===== config.mk =====
export PLATFORM = sky130hd
export DESIGN_NAME = occ_cell
export DESIGN_NICKNAME = d
export VERILOG_FILES = /design/src/occ_pkg.sv /design/src/occ_cell.sv
export SDC_FILE = /design/constraint.sdc
export NUM_CORES = 1
export LEC_CHECK = 0
export ABC_AREA = 1
export CORE_AREA = 2 2 113 115
export DETAILED_ROUTE_END_ITERATION = 12
export DIE_AREA = 0 0 115 117
export DONT_BUFFER_PORTS = 1
export PLACE_DENSITY = 0.58
export SLEW_MARGIN = 20
export SYNTH_ARGS = -nofsm -noshare
export SYNTH_HDL_FRONTEND = slang
export SYNTH_SLANG_ARGS = --single-unit

===== constraint.sdc =====
create_clock -name clk -period 7.08 [get_ports clk]
set_input_delay 1.416 -clock clk [delete_from_list [all_inputs] [get_ports clk]]
set_output_delay 1.416 -clock clk [all_outputs]
set_load 0.05 [all_outputs]

===== src/occ_pkg.sv =====
`timescale 1ns / 1ps
// shared types and constants for the occlusion cover culler
// no dependencies
package occ_pkg;

  localparam int COVER_ENTRIES_DEF = 64;
  localparam int COORD_W = 24;

  typedef logic [COORD_W-1:0] coord_t;

  typedef struct packed {
    coord_t t;
    coord_t b;
    coord_t l;
    coord_t r;
  } entry_t;

  typedef struct packed {
    logic   func;
    coord_t rect_left;
    coord_t rect_top;
    coord_t rect_right;
    coord_t rect_bottom;
  } rect_t;

  typedef struct packed {
    logic        visible;
    logic [31:0] shown_total;
    logic [31:0] hidden_total;
    logic [6:0]  peak_entries;
    logic        overflow;
  } res_t;

  typedef struct packed {
    logic pop;
    logic push;
  } chain_ctl_t;

  localparam logic FUNC_TEST  = 1'b0;
  localparam logic FUNC_CLEAR = 1'b1;

endpackage


===== src/occ_cell.sv =====
`timescale 1ns / 1ps
// one cell of the cover chain: holds a single row interval entry
// depends on occ_pkg
module occ_cell #(
  parameter int IDX   = 0,
  parameter int DEPTH = 2
) (
  input  logic                      clk,
  input  occ_pkg::chain_ctl_t       ctl,
  input  logic [$clog2(DEPTH)-1:0]  wr_idx,
  input  occ_pkg::entry_t           piece,
  input  occ_pkg::entry_t           nxt,
  output occ_pkg::entry_t           q
);
  import occ_pkg::*;

  localparam int IW = $clog2(DEPTH);
  localparam logic [IW-1:0] MY_IDX = IW'(IDX);

  always_ff @(posedge clk) begin
    if (ctl.push && wr_idx == MY_IDX) begin
      q <= piece;
    end else if (ctl.pop) begin
      q <= nxt;
    end
  end

endmodule


==> summary.txt <==
Total setup buffers inserted after CTS - 0
Final WS setup - 3300 ps
Starting DRT DRC Count - 141
Clk buf depth - 2
Max FFs per register - 96
PwrDens - 330 mW/mm2
Crit. Startpoint - wr_idx
Initial antenna violation count - 0
First-pass GRT wire length - 13400 um
Pre-Repair DR Iteration Count - 4
Setup crit end kind - register
Most flops, register - q
Core ar. - 0.0123 mm2
Worst Hold Class - in -> reg
Post-route cell area - 0.00464 mm2
Placed inst area - 0.00434 mm2
HPWL after detailed placement - 7070 um
Total GRT Usage - 13.5%
DP Worst Slack - 2930 ps
Vias per cell - 5.21
Critical setup path kind - in -> reg
YS warnings - 0
Least-Margin Pin Slew - 954 ps
Initial core utilization - 35.1%
Worst EP arrival - 3780 ps
Vias in the first global route - 2470
CTS buffer count - 9
P&R area growth vs syn - 7.51%
Top Registers - q x96
Unique masters post-synth - 10
Crit start category - input port
Clock sink count - 96
Max-slew violation count - 0
Layout Nets - 598
Hold_sp - nxt[30]
Period utilization - 53.4%
Mean Syn Cell Area - 10.3 um2
Die area - 0.0135 mm2
# DRC - 0
RSZ-0062 raised after global routing - false
Syn Nets - 615
Clock-pin slew on the worst setup and hold paths - 70 ps
Via count - 2903
Final hold vios - 0
Htree depth - 3
Max FO, Critical Path - 97
Largest net degree at the start of global routing - 98
VDD IR max - 0.102 mV
CTS tree - yes
Std-Cell Rows - 41
GRT Residual Overflow - 0
Hold-fix buffers at CTS - 0
Die X - 115 um
Minimum clock period - 3780 ps
Leak Pwr - 1.97 nW
Io pins - 292
Mapped cell area - 0.00432 mm2
Root buffer cell - clkbuf_16
Die height - 117 um
N_diodes - 0
Final hold slack - 1260 ps
Post_cts resized - 0
Yosys reg bits - 96
Synthesized instance count - 419
Setup TNS - 0 ps
Layout cells sized above 1 - 4.91%
GP Congestion - 0.731
WP data required - 7090 ps
Fmax - 265 MHz
Routed length per instance - 17.8 um
Final setup viols - 0
Post-route antenna net violation count - 0
Relative max-transition margin - 36.4%
WL final - 9900 um
MaxCap Viol Count - 0
I/O Buffers - 0
Outcome - finished, final reports clean
Register area share after synthesis - 66.8%
[report_power, final]
part | total (mW) | switching [mW] | internal, mW
Combinational | 0.0815 | 0.0553 | 0.0261
Clock | 0.481 | 0.203 | 0.278
Sequential | 0.971 | 0.260 | 0.711
[Yosys cell counts]
cell type | count | share of area (%)
buf_6 | 8 | 2.1
clkbuf_1 | 1 | 0.087
buf_4 | 3 | 0.52
inv_2 | 1 | 0.087
nand3_1 | 96 | 11
inv_1 | 1 | 0.087
edfxtp_1 | 96 | 67
buf_2 | 19 | 2.2
nand2_1 | 193 | 17
nand2_4 | 1 | 0.26
[worst paths after layout]
| kind | endpoint | slack, ps | cells after the start |
|---|---|---|---|
| max | q[41] | 3300 | 5 |
| min | q[30] | 1260 | 2 |
[final cells by class]
class | instances | area [um2]
fillers | 1205 | 7670
multi-input cells | 290 | 1220
flip-flops and latches | 96 | 2880
well taps | 150 | 188
clock buffers | 11 | 233
clock inverters | 5 | 65.1
repair buffers | 3 | 42.5
inverters | 2 | 7.51
[cells in the final DEF (no fill, tap or decap), types with 2 or more instances in the layout]
| master | n |
|---|---|
| buf_4 | 2 |
| clkbuf_16 | 9 |
| clkbuf_1 | 2 |
| clkinv_4 | 2 |
| nand2_4 | 2 |
| inv_6 | 2 |
| nand3_1 | 96 |
| edfxtp_1 | 96 |
| nand2_1 | 192 |
[per-stage QoR]
step                utilization, %  total power [mW]  std cells
floorplan                        -              1.05        419
global placement              35.1              1.06        540
detailed placement            35.3              1.07        541
CTS                           37.7              1.55        557
global route                  37.7              1.59        557
finish                        37.7              1.53        557
[critical path: stages]
cell and delay, ps:
inv_2 550, nand2_4 730, nand2_4 190, buf_4 450, buf_16 320
[routing by layer]
layer / vias to the layer above / wire length (um) / GRT usage (%) / share of wire [%]
li1: 1389 / - / - / -
met1: 1307 / 3750 / 15.5 / 38
met2: 193 / 4910 / 23.0 / 50
met3: 14 / 1030 / 5.20 / 10
met4: 0 / 214 / 5.22 / 2.2
met5: - / 0 / 0 / 0
[logic make-up (layout without fill, tap and decap cells)]
| logic type | count (synthesis) | after routing | share of synthesized area, % |
|---|---|---|---|
| and+or+nand+nor | 290 | 290 | 28.2 |
| DFF | 96 | 96 | 66.8 |
| buffers and inverters | 33 | 21 | 5.07 |
Note: power is estimated with default switching activity, not from simulation.
